## config.mk

```make
export PLATFORM = sky130hd
export DESIGN_NAME = unaligned_bit_vector_insert_core_flat
export DESIGN_NICKNAME = d
export VERILOG_FILES = /design/src/bvi_pkg.sv /design/src/bvi_in_if.sv /design/src/bvi_out_if.sv /design/src/bvi_cfg_if.sv /design/src/bvi_cfg_regs.sv /design/src/bvi_merge.sv /design/src/unaligned_bit_vector_insert_core.sv /design/src/flat_wrapper.sv
export SDC_FILE = /design/constraint.sdc
export NUM_CORES = 1
export LEC_CHECK = 0
export BUFFER_PORTS_ARGS = -buffer_cell sky130_fd_sc_hd__buf_2
export CORE_MARGIN = 2
export CORE_UTILIZATION = 53
export DETAILED_ROUTE_END_ITERATION = 7
export PLACE_DENSITY = 0.69
export SLEW_MARGIN = 20
export SYNTH_ARGS = -nofsm -noshare
export SYNTH_HDL_FRONTEND = slang
export SYNTH_SLANG_ARGS = --single-unit
```

## constraint.sdc

```tcl
create_clock -name clk -period 8.8 [get_ports clk]
set_input_delay 0.44 -clock clk [delete_from_list [all_inputs] [get_ports clk]]
set_output_delay 0.44 -clock clk [all_outputs]
set_load 0.05 [all_outputs]
```

## src/bvi_pkg.sv

```systemverilog
// ----------------------------------------------------------------------------
// bvi_pkg
// Shared types, widths and helpers for the unaligned bit vector insert block.
// ----------------------------------------------------------------------------
package bvi_pkg;

  localparam int WORD_BITS = 32;
  localparam int WORD_LOG  = $clog2(WORD_BITS);
  localparam int CFG_W     = 24;
  localparam int CNT_W     = 20;
  localparam int CFG_IDX_W = 2;

  localparam logic [CFG_IDX_W-1:0] REG_START_BIT = 2'd0;
  localparam logic [CFG_IDX_W-1:0] REG_BIT_COUNT = 2'd1;
  localparam logic [CFG_IDX_W-1:0] REG_DEST_LEN  = 2'd2;

  typedef logic [WORD_BITS-1:0] word_t;

  typedef struct packed {
    logic [CFG_W-1:0] start_bit;
    logic [CFG_W-1:0] bit_count;
    logic [CFG_W-1:0] dest_length_bits;
  } cfg_t;

  typedef struct packed {
    word_t            new_dest_word;
    logic [CNT_W-1:0] word_index;
    logic             last_word;
    logic             range_error;
  } res_t;

  // low n bits set, n in 0..WORD_BITS
  function automatic word_t ones(input logic [WORD_LOG:0] n);
    logic [WORD_BITS:0] t;
    t = ({{WORD_BITS{1'b0}}, 1'b1} << n) - {{WORD_BITS{1'b0}}, 1'b1};
    return t[WORD_BITS-1:0];
  endfunction

endpackage

```

## src/bvi_in_if.sv

```systemverilog
// ----------------------------------------------------------------------------
// bvi_in_if
// Input item channel: next source word and old destination word.
// ----------------------------------------------------------------------------
interface bvi_in_if;
  logic                   valid;
  logic                   ready;
  logic [bvi_pkg::WORD_BITS-1:0] src_word;
  logic [bvi_pkg::WORD_BITS-1:0] old_dest_word;

  modport source (output valid, output src_word, output old_dest_word, input ready);
  modport sink   (input valid, input src_word, input old_dest_word, output ready);
endinterface

```

## src/bvi_out_if.sv

```systemverilog
// ----------------------------------------------------------------------------
// bvi_out_if
// Result item channel: merged destination word, index and flags.
// ----------------------------------------------------------------------------
interface bvi_out_if;
  logic                          valid;
  logic                          ready;
  logic [bvi_pkg::WORD_BITS-1:0] new_dest_word;
  logic [bvi_pkg::CNT_W-1:0]     word_index;
  logic                          last_word;
  logic                          range_error;

  modport source (output valid, output new_dest_word, output word_index,
                  output last_word, output range_error, input ready);
  modport sink   (input valid, input new_dest_word, input word_index,
                  input last_word, input range_error, output ready);
endinterface

```

## src/bvi_cfg_if.sv

```systemverilog
// ----------------------------------------------------------------------------
// bvi_cfg_if
// Configuration write channel: register index and write data.
// ----------------------------------------------------------------------------
interface bvi_cfg_if;
  logic                          valid;
  logic                          ready;
  logic [bvi_pkg::CFG_IDX_W-1:0] reg_index;
  logic [bvi_pkg::CFG_W-1:0]     wdata;

  modport source (output valid, output reg_index, output wdata, input ready);
  modport sink   (input valid, input reg_index, input wdata, output ready);
endinterface

```

## src/bvi_cfg_regs.sv

```systemverilog
// ----------------------------------------------------------------------------
// bvi_cfg_regs
// Configuration register file; flags a copy restart on any listed write.
// ----------------------------------------------------------------------------
module bvi_cfg_regs (
  input  logic             clk,
  input  logic             rst_n,
  bvi_cfg_if.sink          cfg_ch,
  output bvi_pkg::cfg_t    cfg,
  output logic             restart
);

  bvi_pkg::cfg_t cfg_r;
  bvi_pkg::cfg_t cfg_nxt;
  logic          wr;
  logic          hit;

  assign cfg_ch.ready = 1'b1;
  assign wr           = cfg_ch.valid & cfg_ch.ready;

  always_comb begin
    cfg_nxt = cfg_r;
    hit     = 1'b0;
    unique case (cfg_ch.reg_index)
      bvi_pkg::REG_START_BIT: begin
        cfg_nxt.start_bit = cfg_ch.wdata;
        hit = 1'b1;
      end
      bvi_pkg::REG_BIT_COUNT: begin
        cfg_nxt.bit_count = cfg_ch.wdata;
        hit = 1'b1;
      end
      bvi_pkg::REG_DEST_LEN: begin
        cfg_nxt.dest_length_bits = cfg_ch.wdata;
        hit = 1'b1;
      end
      default: begin
        hit = 1'b0;
      end
    endcase
  end

  always_ff @(posedge clk) begin
    if (!rst_n) begin
      cfg_r <= '0;
    end else if (wr) begin
      cfg_r <= cfg_nxt;
    end
  end

  assign cfg     = cfg_r;
  assign restart = wr & hit;

endmodule

```

## src/bvi_merge.sv

```systemverilog
// ----------------------------------------------------------------------------
// bvi_merge
// Shift, carry and mask merge of one word, with the carry and word counter.
// ----------------------------------------------------------------------------
module bvi_merge (
  input  logic                  clk,
  input  logic                  rst_n,
  input  bvi_pkg::cfg_t         cfg,
  input  logic                  restart,
  input  logic                  advance,
  input  bvi_pkg::word_t        src_word,
  input  bvi_pkg::word_t        old_dest_word,
  output bvi_pkg::res_t         res
);

  localparam int EW = bvi_pkg::CFG_W + 1;
  localparam int TW = EW + 1 - bvi_pkg::WORD_LOG;
  localparam int BW = bvi_pkg::CNT_W + bvi_pkg::WORD_LOG;

  bvi_pkg::word_t                 spill_r, spill_nxt;
  logic [bvi_pkg::CNT_W-1:0]      cnt_r, cnt_nxt;

  logic [bvi_pkg::WORD_LOG-1:0]   pr;
  logic [EW-1:0]                  end_pos;
  logic [EW:0]                    round_up;
  logic [TW-1:0]                  total_raw, total, cnt_inc;
  logic                           last;
  logic [BW-1:0]                  end_ext, base, diff;
  logic [bvi_pkg::WORD_LOG:0]     hi, lo, sh;
  bvi_pkg::word_t                 mask, data, carry;
  logic                           err;

  always_comb begin
    pr        = cfg.start_bit[bvi_pkg::WORD_LOG-1:0];
    end_pos   = EW'(pr) + EW'(cfg.bit_count);
    round_up  = (EW+1)'(end_pos) + (EW+1)'(bvi_pkg::WORD_BITS - 1);
    total_raw = round_up[EW:bvi_pkg::WORD_LOG];
    total     = (total_raw == '0) ? TW'(1) : total_raw;
    cnt_inc   = TW'(cnt_r) + TW'(1);
    last      = (cnt_inc >= total);

    end_ext = BW'(end_pos);
    base    = {cnt_r, {bvi_pkg::WORD_LOG{1'b0}}};
    diff    = end_ext - base;
    if (end_ext <= base) begin
      hi = '0;
    end else if (diff >= BW'(bvi_pkg::WORD_BITS)) begin
      hi = (bvi_pkg::WORD_LOG+1)'(bvi_pkg::WORD_BITS);
    end else begin
      hi = diff[bvi_pkg::WORD_LOG:0];
    end
    lo   = (cnt_r == '0) ? {1'b0, pr} : '0;
    mask = bvi_pkg::ones(hi) & ~bvi_pkg::ones(lo);

    data  = (src_word << pr) | spill_r;
    sh    = (bvi_pkg::WORD_LOG+1)'(bvi_pkg::WORD_BITS) - {1'b0, pr};
    carry = (pr == '0) ? '0 : (src_word >> sh);

    err = ({1'b0, cfg.start_bit} + {1'b0, cfg.bit_count}) > {1'b0, cfg.dest_length_bits};

    res.new_dest_word = err ? old_dest_word : ((old_dest_word & ~mask) | (data & mask));
    res.word_index    = bvi_pkg::CNT_W'(cfg.start_bit >> bvi_pkg::WORD_LOG) + cnt_r;
    res.last_word     = last;
    res.range_error   = err;

    spill_nxt = spill_r;
    cnt_nxt   = cnt_r;
    if (restart) begin
      spill_nxt = '0;
      cnt_nxt   = '0;
    end else if (advance) begin
      if (last) begin
        spill_nxt = '0;
        cnt_nxt   = '0;
      end else begin
        spill_nxt = carry;
        cnt_nxt   = cnt_r + bvi_pkg::CNT_W'(1);
      end
    end
  end

  always_ff @(posedge clk) begin
    if (!rst_n) begin
      spill_r <= '0;
      cnt_r   <= '0;
    end else begin
      spill_r <= spill_nxt;
      cnt_r   <= cnt_nxt;
    end
  end

endmodule

```

## src/unaligned_bit_vector_insert_core.sv

```systemverilog
// ----------------------------------------------------------------------------
// unaligned_bit_vector_insert_core
// Streaming insert of a source bit vector at an unaligned destination offset.
// ----------------------------------------------------------------------------
// One item enters per clock while the output is not stalled; its merged
// destination word passes the input register, then the result register. The
// one-word carry register and word counter update as each item passes from the
// input register to the result register, the only item-to-item dependency.
// Start bit, bit count and destination length writes restart the copy sequence.
module unaligned_bit_vector_insert_core (
  input  logic     clk,
  input  logic     rst_n,
  bvi_in_if.sink   in_ch,
  bvi_out_if.source out_ch,
  bvi_cfg_if.sink  cfg_ch
);

  bvi_pkg::cfg_t  cfg;
  logic           restart;

  logic           s1_valid_r;
  bvi_pkg::word_t s1_src_r;
  bvi_pkg::word_t s1_old_r;
  logic           s1_adv;

  logic           out_valid_r, out_valid_nxt;
  bvi_pkg::res_t  out_res_r;
  bvi_pkg::res_t  res;

  bvi_cfg_regs u_cfg (
    .clk     (clk),
    .rst_n   (rst_n),
    .cfg_ch  (cfg_ch),
    .cfg     (cfg),
    .restart (restart)
  );

  bvi_merge u_merge (
    .clk           (clk),
    .rst_n         (rst_n),
    .cfg           (cfg),
    .restart       (restart),
    .advance       (s1_adv),
    .src_word      (s1_src_r),
    .old_dest_word (s1_old_r),
    .res           (res)
  );

  assign s1_adv      = s1_valid_r & (~out_valid_r | out_ch.ready);
  assign in_ch.ready = ~s1_valid_r | s1_adv;

  always_ff @(posedge clk) begin
    if (!rst_n) begin
      s1_valid_r <= 1'b0;
    end else if (in_ch.ready) begin
      s1_valid_r <= in_ch.valid;
    end
  end

  always_ff @(posedge clk) begin
    if (in_ch.valid && in_ch.ready) begin
      s1_src_r <= in_ch.src_word;
      s1_old_r <= in_ch.old_dest_word;
    end
  end

  always_comb begin
    out_valid_nxt = out_valid_r;
    if (s1_adv) begin
      out_valid_nxt = 1'b1;
    end else if (out_ch.ready) begin
      out_valid_nxt = 1'b0;
    end
  end

  always_ff @(posedge clk) begin
    if (!rst_n) begin
      out_valid_r <= 1'b0;
    end else begin
      out_valid_r <= out_valid_nxt;
    end
  end

  always_ff @(posedge clk) begin
    if (s1_adv) begin
      out_res_r <= res;
    end
  end

  assign out_ch.valid         = out_valid_r;
  assign out_ch.new_dest_word = out_res_r.new_dest_word;
  assign out_ch.word_index    = out_res_r.word_index;
  assign out_ch.last_word     = out_res_r.last_word;
  assign out_ch.range_error   = out_res_r.range_error;

endmodule

```

## src/flat_wrapper.sv

```systemverilog
// flat-port wrapper written by rule: the top's interface ports become plain ports
module unaligned_bit_vector_insert_core_flat 
  (clk, rst_n, in_ch_valid, in_ch_src_word, in_ch_old_dest_word, in_ch_ready, out_ch_valid, out_ch_new_dest_word, out_ch_word_index, out_ch_last_word, out_ch_range_error, out_ch_ready, cfg_ch_valid, cfg_ch_reg_index, cfg_ch_wdata, cfg_ch_ready);
  bvi_in_if in_ch_i ();
  bvi_out_if out_ch_i ();
  bvi_cfg_if cfg_ch_i ();
  input  logic clk;
  input  logic rst_n;
  input wire logic [$bits(in_ch_i.valid)-1:0] in_ch_valid;
  input wire logic [$bits(in_ch_i.src_word)-1:0] in_ch_src_word;
  input wire logic [$bits(in_ch_i.old_dest_word)-1:0] in_ch_old_dest_word;
  output wire logic [$bits(in_ch_i.ready)-1:0] in_ch_ready;
  output wire logic [$bits(out_ch_i.valid)-1:0] out_ch_valid;
  output wire logic [$bits(out_ch_i.new_dest_word)-1:0] out_ch_new_dest_word;
  output wire logic [$bits(out_ch_i.word_index)-1:0] out_ch_word_index;
  output wire logic [$bits(out_ch_i.last_word)-1:0] out_ch_last_word;
  output wire logic [$bits(out_ch_i.range_error)-1:0] out_ch_range_error;
  input wire logic [$bits(out_ch_i.ready)-1:0] out_ch_ready;
  input wire logic [$bits(cfg_ch_i.valid)-1:0] cfg_ch_valid;
  input wire logic [$bits(cfg_ch_i.reg_index)-1:0] cfg_ch_reg_index;
  input wire logic [$bits(cfg_ch_i.wdata)-1:0] cfg_ch_wdata;
  output wire logic [$bits(cfg_ch_i.ready)-1:0] cfg_ch_ready;
  assign in_ch_i.valid = in_ch_valid;
  assign in_ch_i.src_word = in_ch_src_word;
  assign in_ch_i.old_dest_word = in_ch_old_dest_word;
  assign in_ch_ready = in_ch_i.ready;
  assign out_ch_valid = out_ch_i.valid;
  assign out_ch_new_dest_word = out_ch_i.new_dest_word;
  assign out_ch_word_index = out_ch_i.word_index;
  assign out_ch_last_word = out_ch_i.last_word;
  assign out_ch_range_error = out_ch_i.range_error;
  assign out_ch_i.ready = out_ch_ready;
  assign cfg_ch_i.valid = cfg_ch_valid;
  assign cfg_ch_i.reg_index = cfg_ch_reg_index;
  assign cfg_ch_i.wdata = cfg_ch_wdata;
  assign cfg_ch_ready = cfg_ch_i.ready;
  unaligned_bit_vector_insert_core u_core (.clk(clk), .rst_n(rst_n), .in_ch(in_ch_i), .out_ch(out_ch_i), .cfg_ch(cfg_ch_i));
endmodule
```

==> run metrics, run 1 <==
Achievable Freq 122 MHz; PortBufs 150; slowest stage delay, CP about 570 ps; post-layout minimum cycle time between 8000 and 9000 ps; fin crit share 93.1%; initial antenna violation count 3; layout cells sized above 1 13.6%; fin nets 2499; Synth Area in Compound Gates 20.6%; flops & latches, synth 244; final wirelength 57500 um; setup TNS 0 ps; setup ws final between 600 and 700 ps; yosys warns 0; io pins roughly 150; worst path bufs/invs 3; VDD IR max 164 uV; Mean Syn Cell Area 8.44 um2; Post-Synthesis Cells 2199; Fill cells between 3000 and 4000; vias per cell around 6.2; CTS resizes 0; Die H 191 um; starting density of the core 53.7%; RSZ-0062 raised after global routing false; clk root buf clkbuf_16; Starting DRT DRC Count 1943; post-synthesis adder-cell area fraction 8.01%; multi-input combinational cell area 11700 um2; register area 6070 um2; share of the synthesized area in the top cell type 19.1%; Post-CTS Setup Inserts 0; Netlist Area Pre-Place 18600 um2; final setup violation count 0; final core utilization 59.5%; Synth Flop Type dfxtp_1; commonest non-fill, non-tap cell in the layout nand2_1; Area Overhead vs Synth 10.7%; top post-synthesis cells by area edfxtp_1 19%, dfxtp_1 14%, ha_1 7.7%; gr ovfl total 0; pre-CTS setup slack 727 ps; Yosys cell types 88; Synth async-reset ratio 0%; first-pass GRT wire length 88800 um; die width 191 um; routability cong. between 0.9 and 1; Seq/Total Area, Yosys 32.7%; hold crit path type in2reg; Final ANT Viol Nets 0; vias 17300; Worst Tran Pin Value around 1100 ps; Max Cap Viol 0; CTS tree yes; final hold viol count 0; Synth area leader edfxtp_1; Max FO, Critical Path 51; number of sinks on the clock net 244; clock network latency to the later pin of the worst-skew pair 560 ps; n_diodes 0; status finished clean; CTS Hold Bufs 0; total CTS buffers 27; vias in the first global route 15800; post-synthesis mux area share roughly 8.3%; H-tree Lvls 1; largest family of logic cells by synthesized area compound AO/OA/AOI/OAI gates; static leakage 8.27 nW; largest net degree at the start of global routing 77; CORE AREA 34500 um2; CP max-delay cell or4_4; Pre-antenna DRT Iters 6; Synth Area in XOR/XNOR 5.29%; CP arrival 8500 ps; simple-gate area share of the yosys netlist 20.5%; Worst Setup Path Type reg2reg; critical path data required time about 9000 ps; Slew Limit Fails 0; PwrDens 166 nW/um2; number of flops mapped to enable cells by yosys 118; slew margin rel. 26.2%; startpoint class of the critical path register; clk slew on worst S/H paths 70 ps; CTS Buffer Depth 3; most frequent cells in the layout 367 x nand2_1, 150 x buf_2, 143 x nor2_1; row count between 60 and 70; Worst Setup End Kind register; Detail Placement HPWL 43800 um; Clock Skew 18.8 ps; family with the most delay on the worst path simple AND/OR/NAND/NOR gates; wire per inst ~21 um; total global routing track utilization 31.0%; DIE AREA 36500 um2; # DRC 0
stage by stage:
stage	cell area (um2)	std cells	total power, mW	hold WS, ps
global placement	19600	2712	2.24	437
finish	20500	2762	3.41	55.4
detailed placement	19600	2712	2.25	443
floorplan	18600	2200	1.97	421
global route	20500	2762	3.55	44.2
CTS	20500	2761	3.40	36.3
layout make-up:
type	instances	share of cell area, %
tap	455	2.77
sequential	244	29.5
inverter	100	1.83
timing repair buffer	176	4.62
clock inverter	15	0.913
clock buffer	34	3.46
multi-input combinational	1738	56.9
metal layers:
metal	global-route usage, %	vias up	share of wire (%)
met2	44.8	759	42
met3	5.31	94	8.8
li1	-	8187	-
met1	47.4	8217	47
met4	8.31	4	2.5
met5	0	-	0.056
registers in the layout, indices dropped and copies added, names as in the netlist:
signal	cells
u_core.u_cfg.cfg	72
u_core.out_ch.new_dest_word	32
u_core.s1_old_r	32
u_core.s1_src_r	32
u_core.u_merge.spill_r	32
u_core.out_ch.word_index	20
u_core.u_merge.cnt_r	20
u_core.out_ch.last_word	1
u_core.out_ch.range_error	1
u_core.out_ch.valid	1
u_core.s1_valid_r	1
cells in the mapped netlist (6+ instances only):
cell type and n:
mux4_2 32, inv_1 96, o21bai_1 11, a211oi_1 31, dfxtp_1 126, a21o_1 26, nand2_1 367, nand3_1 57
o21a_1 13, xor2_1 34, nor3b_1 8, o21ai_0 113, or3_1 12, mux2i_1 56, nor4_1 19, or2_2 12
a21oi_1 134, clkbuf_1 94, edfxtp_1 118, nand2b_1 16, ha_1 114, nand3b_1 10, a31oi_1 25, mux2_2 21
o31ai_1 18, a211o_1 10, and3_1 20, and2_1 15, xnor2_1 78, o22ai_1 20, o211ai_1 12, nand4_1 27
nor2b_1 21, a22o_1 31, nor3_1 60, and4_1 6, buf_1 16, nor2_1 144, or4_1 8, a21boi_0 73
a2111oi_0 7
worst reg2reg max path: cells and delay by family, from the launching register on:
kind / cells / cell delay [ps]
XOR/XNOR: 3 / 810
multiplexers: 1 / 390
AO/OA/AOI/OAI: 8 / 1940
AND/OR/NAND/NOR: 8 / 2150
flip-flops: 1 / 320
adder cells (fa/ha/maj): 3 / 1360
buffers and inverters: 3 / 970
cell families (layout without fill, tap and decap cells):
family,count (synthesis),in the layout
compound gates,577,577
xor+xnor,112,112
fa+ha+maj,117,117
buf+inv,218,325
flops,244,244
mux,111,111
other cells,1,2
simple gates,819,819
where the power goes:
group          total [mW]  switching [mW]  leakage, nW  internal [mW]
clock network        1.16           0.468        0.433          0.690
logic               0.950           0.620         5.68          0.330
registers            1.30          0.0396         2.16           1.26
path summary, 6_finish.rpt:
check	start	endpoint	slack, ps	cells past startpoint
hold / removal	in_ch_src_word[31]	u_core.s1_src_r[31]$_DFFE_PP_	60	1
setup reg to reg	u_core.u_cfg.cfg[49]$_SDFFE_PN0P_	u_core.out_ch.new_dest_word[14]$_DFFE_PP_	610	26
setup / recovery	u_core.u_cfg.cfg[49]$_SDFFE_PN0P_	u_core.out_ch.new_dest_word[14]$_DFFE_PP_	610	26
hold reg to reg	u_core.u_merge.spill_r[20]$_SDFFE_PP0P_	u_core.u_merge.spill_r[20]$_SDFFE_PP0P_	460	2
No activity file was read; power rests on OpenSTA's default activity.
==> inputs of run 2 (changes only) <==
--- a/config.mk
+++ b/config.mk
@@ -6,10 +6,12 @@
 export NUM_CORES = 1
 export LEC_CHECK = 0
 export BUFFER_PORTS_ARGS = -buffer_cell sky130_fd_sc_hd__buf_2
+export CELL_PAD_IN_SITES_DETAIL_PLACEMENT = 2
+export CELL_PAD_IN_SITES_GLOBAL_PLACEMENT = 2
 export CORE_MARGIN = 2
-export CORE_UTILIZATION = 53
+export CORE_UTILIZATION = 38
 export DETAILED_ROUTE_END_ITERATION = 7
-export PLACE_DENSITY = 0.69
+export PLACE_DENSITY = 0.79
 export SLEW_MARGIN = 20
 export SYNTH_ARGS = -nofsm -noshare
 export SYNTH_HDL_FRONTEND = slang
==> run metrics, run 2 (synthesis gave the netlist of run 1 again) <==
hold crit path type in2reg; Pre-antenna DRT Iters 7; gr ovfl total 0; slew margin rel. between 10% and 20%; critical path data required time between 9000 and 10000 ps; Worst Setup Path Type reg2reg; Starting DRT DRC Count ~1400; initial antenna violation count 0; fin crit share between 90% and 100%; Fill cells 5316; layout cells sized above 1 13.9%; Achievable Freq between 100 and 150 MHz; CP max-delay cell a2111oi_0; status finished clean; PwrDens 171 nW/um2; Max Cap Viol 0; setup TNS 0 ps; CTS tree yes; hold slack 32.3 ps; Clock Skew ~32 ps; Final ANT Viol Nets 0; largest net degree at the start of global routing 77; total CTS buffers 30; CP arrival 8610 ps; DIE AREA 50600 um2; worst path bufs/invs 3; vias in the first global route around 19000; routability cong. 0.920; Inst Count DP ~2900; fin nets 2527; vias per cell 6.08; Die H 225 um; most frequent cells in the layout 367 x nand2_1, 150 x buf_2, 143 x nor2_1; Detail Placement HPWL 58100 um; final setup violation count 0; post-layout minimum cycle time 8270 ps; multi-input combinational cell area 11700 um2; die width 225 um; Slew Limit Fails 0; starting density of the core 38.7%; CORE AREA approximately 48000 um2; final wirelength 76700 um; register area 6070 um2; RSZ-0062 raised after global routing false; Post-DP Area 19900 um2; Post-CTS Setup Inserts 0; PortBufs 150; startpoint class of the critical path register; vias 18000; final hold viol count 0; clk slew on worst S/H paths 60 ps; Worst Tran Pin Value 1210 ps; total global routing track utilization 30.1%; number of sinks on the clock net 244; VDD IR max 148 uV; static leakage 8.44 nW; design area 21100 um2; n_diodes 0; Worst Setup End Kind register; Max FO, Critical Path 16; # DRC 0; Power, Total 3.61 mW; clock network latency to the later pin of the worst-skew pair 600 ps; H-tree Lvls 1; family with the most delay on the worst path simple AND/OR/NAND/NOR gates; first-pass GRT wire length 118000 um; number of flip-flops in the largest register between 70 and 80; slowest stage delay, CP 630 ps; Layout Cells excl Fill between 2000 and 3000; CTS Buffer Depth 3; wire per inst 26.0 um; Area Overhead vs Synth 13.6%; commonest non-fill, non-tap cell in the layout nand2_1; clk root buf clkbuf_16; most used cell, CP ha_1; io pins 152; row count 80
[run 2: cell types whose count changed in the layout (fill, tap and decap cells not counted), sizes merged]
| cell | previous run | this run |
|---|---|---|
| clkinvlp | 2 | 0 |
| clkinv | 10 | 8 |
| bufinv | 4 | 1 |
| dlygate4sd3 | 0 | 22 |
| buf | 176 | 179 |
| clkbuf | 34 | 48 |
[run 2: per-stage QoR]
step / worst slack, ps / util, %
2_1_floorplan: 2200 / -
3_5_place_dp: 905 / 41.4
5_1_grt: 103 / 44.0
6_report: 529 / 44.0
3_3_place_gp: 1100 / 41.4
4_1_cts: 726 / 44.0
[run 2: final cells by class]
class / count / area share, %
Multi-Input combinational cell: 1738 / 55.4
Sequential cell: 244 / 28.8
Timing Repair Buffer: 201 / 5.64
Clock buffer: 48 / 4.36
Tap cell: 615 / 3.65
Inverter: 100 / 1.78
Clock inverter: 8 / 0.332
[run 2: timing repair]
item	in CTS	in global routing
endpoints found under the hold margin	22	0
hold buffers	22	0
gates resized for setup	0	0
[run 2: routing by layer]
layer / share of wire, % / up-vias / track usage (%)
met2: 45 / 532 / 48.0
li1: - / 8225 / -
met4: 2.0 / 0 / 6.20
met1: 48 / 9120 / 43.7
met3: 5.2 / 90 / 3.53
met5: 0 / - / 0
[run 2: path summary, 6_finish.rpt]
kind                                      from                                        end  slack, ps  cells past startpoint
max          u_core.u_cfg.cfg[48]$_SDFFE_PN0P_  u_core.out_ch.new_dest_word[14]$_DFFE_PP_        530                     27
min reg2reg   u_core.u_cfg.cfg[6]$_SDFFE_PN0P_           u_core.u_cfg.cfg[6]$_SDFFE_PN0P_        470                      2
max reg2reg  u_core.u_cfg.cfg[48]$_SDFFE_PN0P_  u_core.out_ch.new_dest_word[14]$_DFFE_PP_        530                     27
min                    in_ch_old_dest_word[10]              u_core.s1_old_r[10]$_DFFE_PP_         30                      1
[run 2: report_power, final]
group | internal, mW | switching (mW) | total [mW]
clock network | 0.742 | 0.529 | 1.27
logic | 0.340 | 0.691 | 1.03
registers | 1.26 | 0.0442 | 1.31
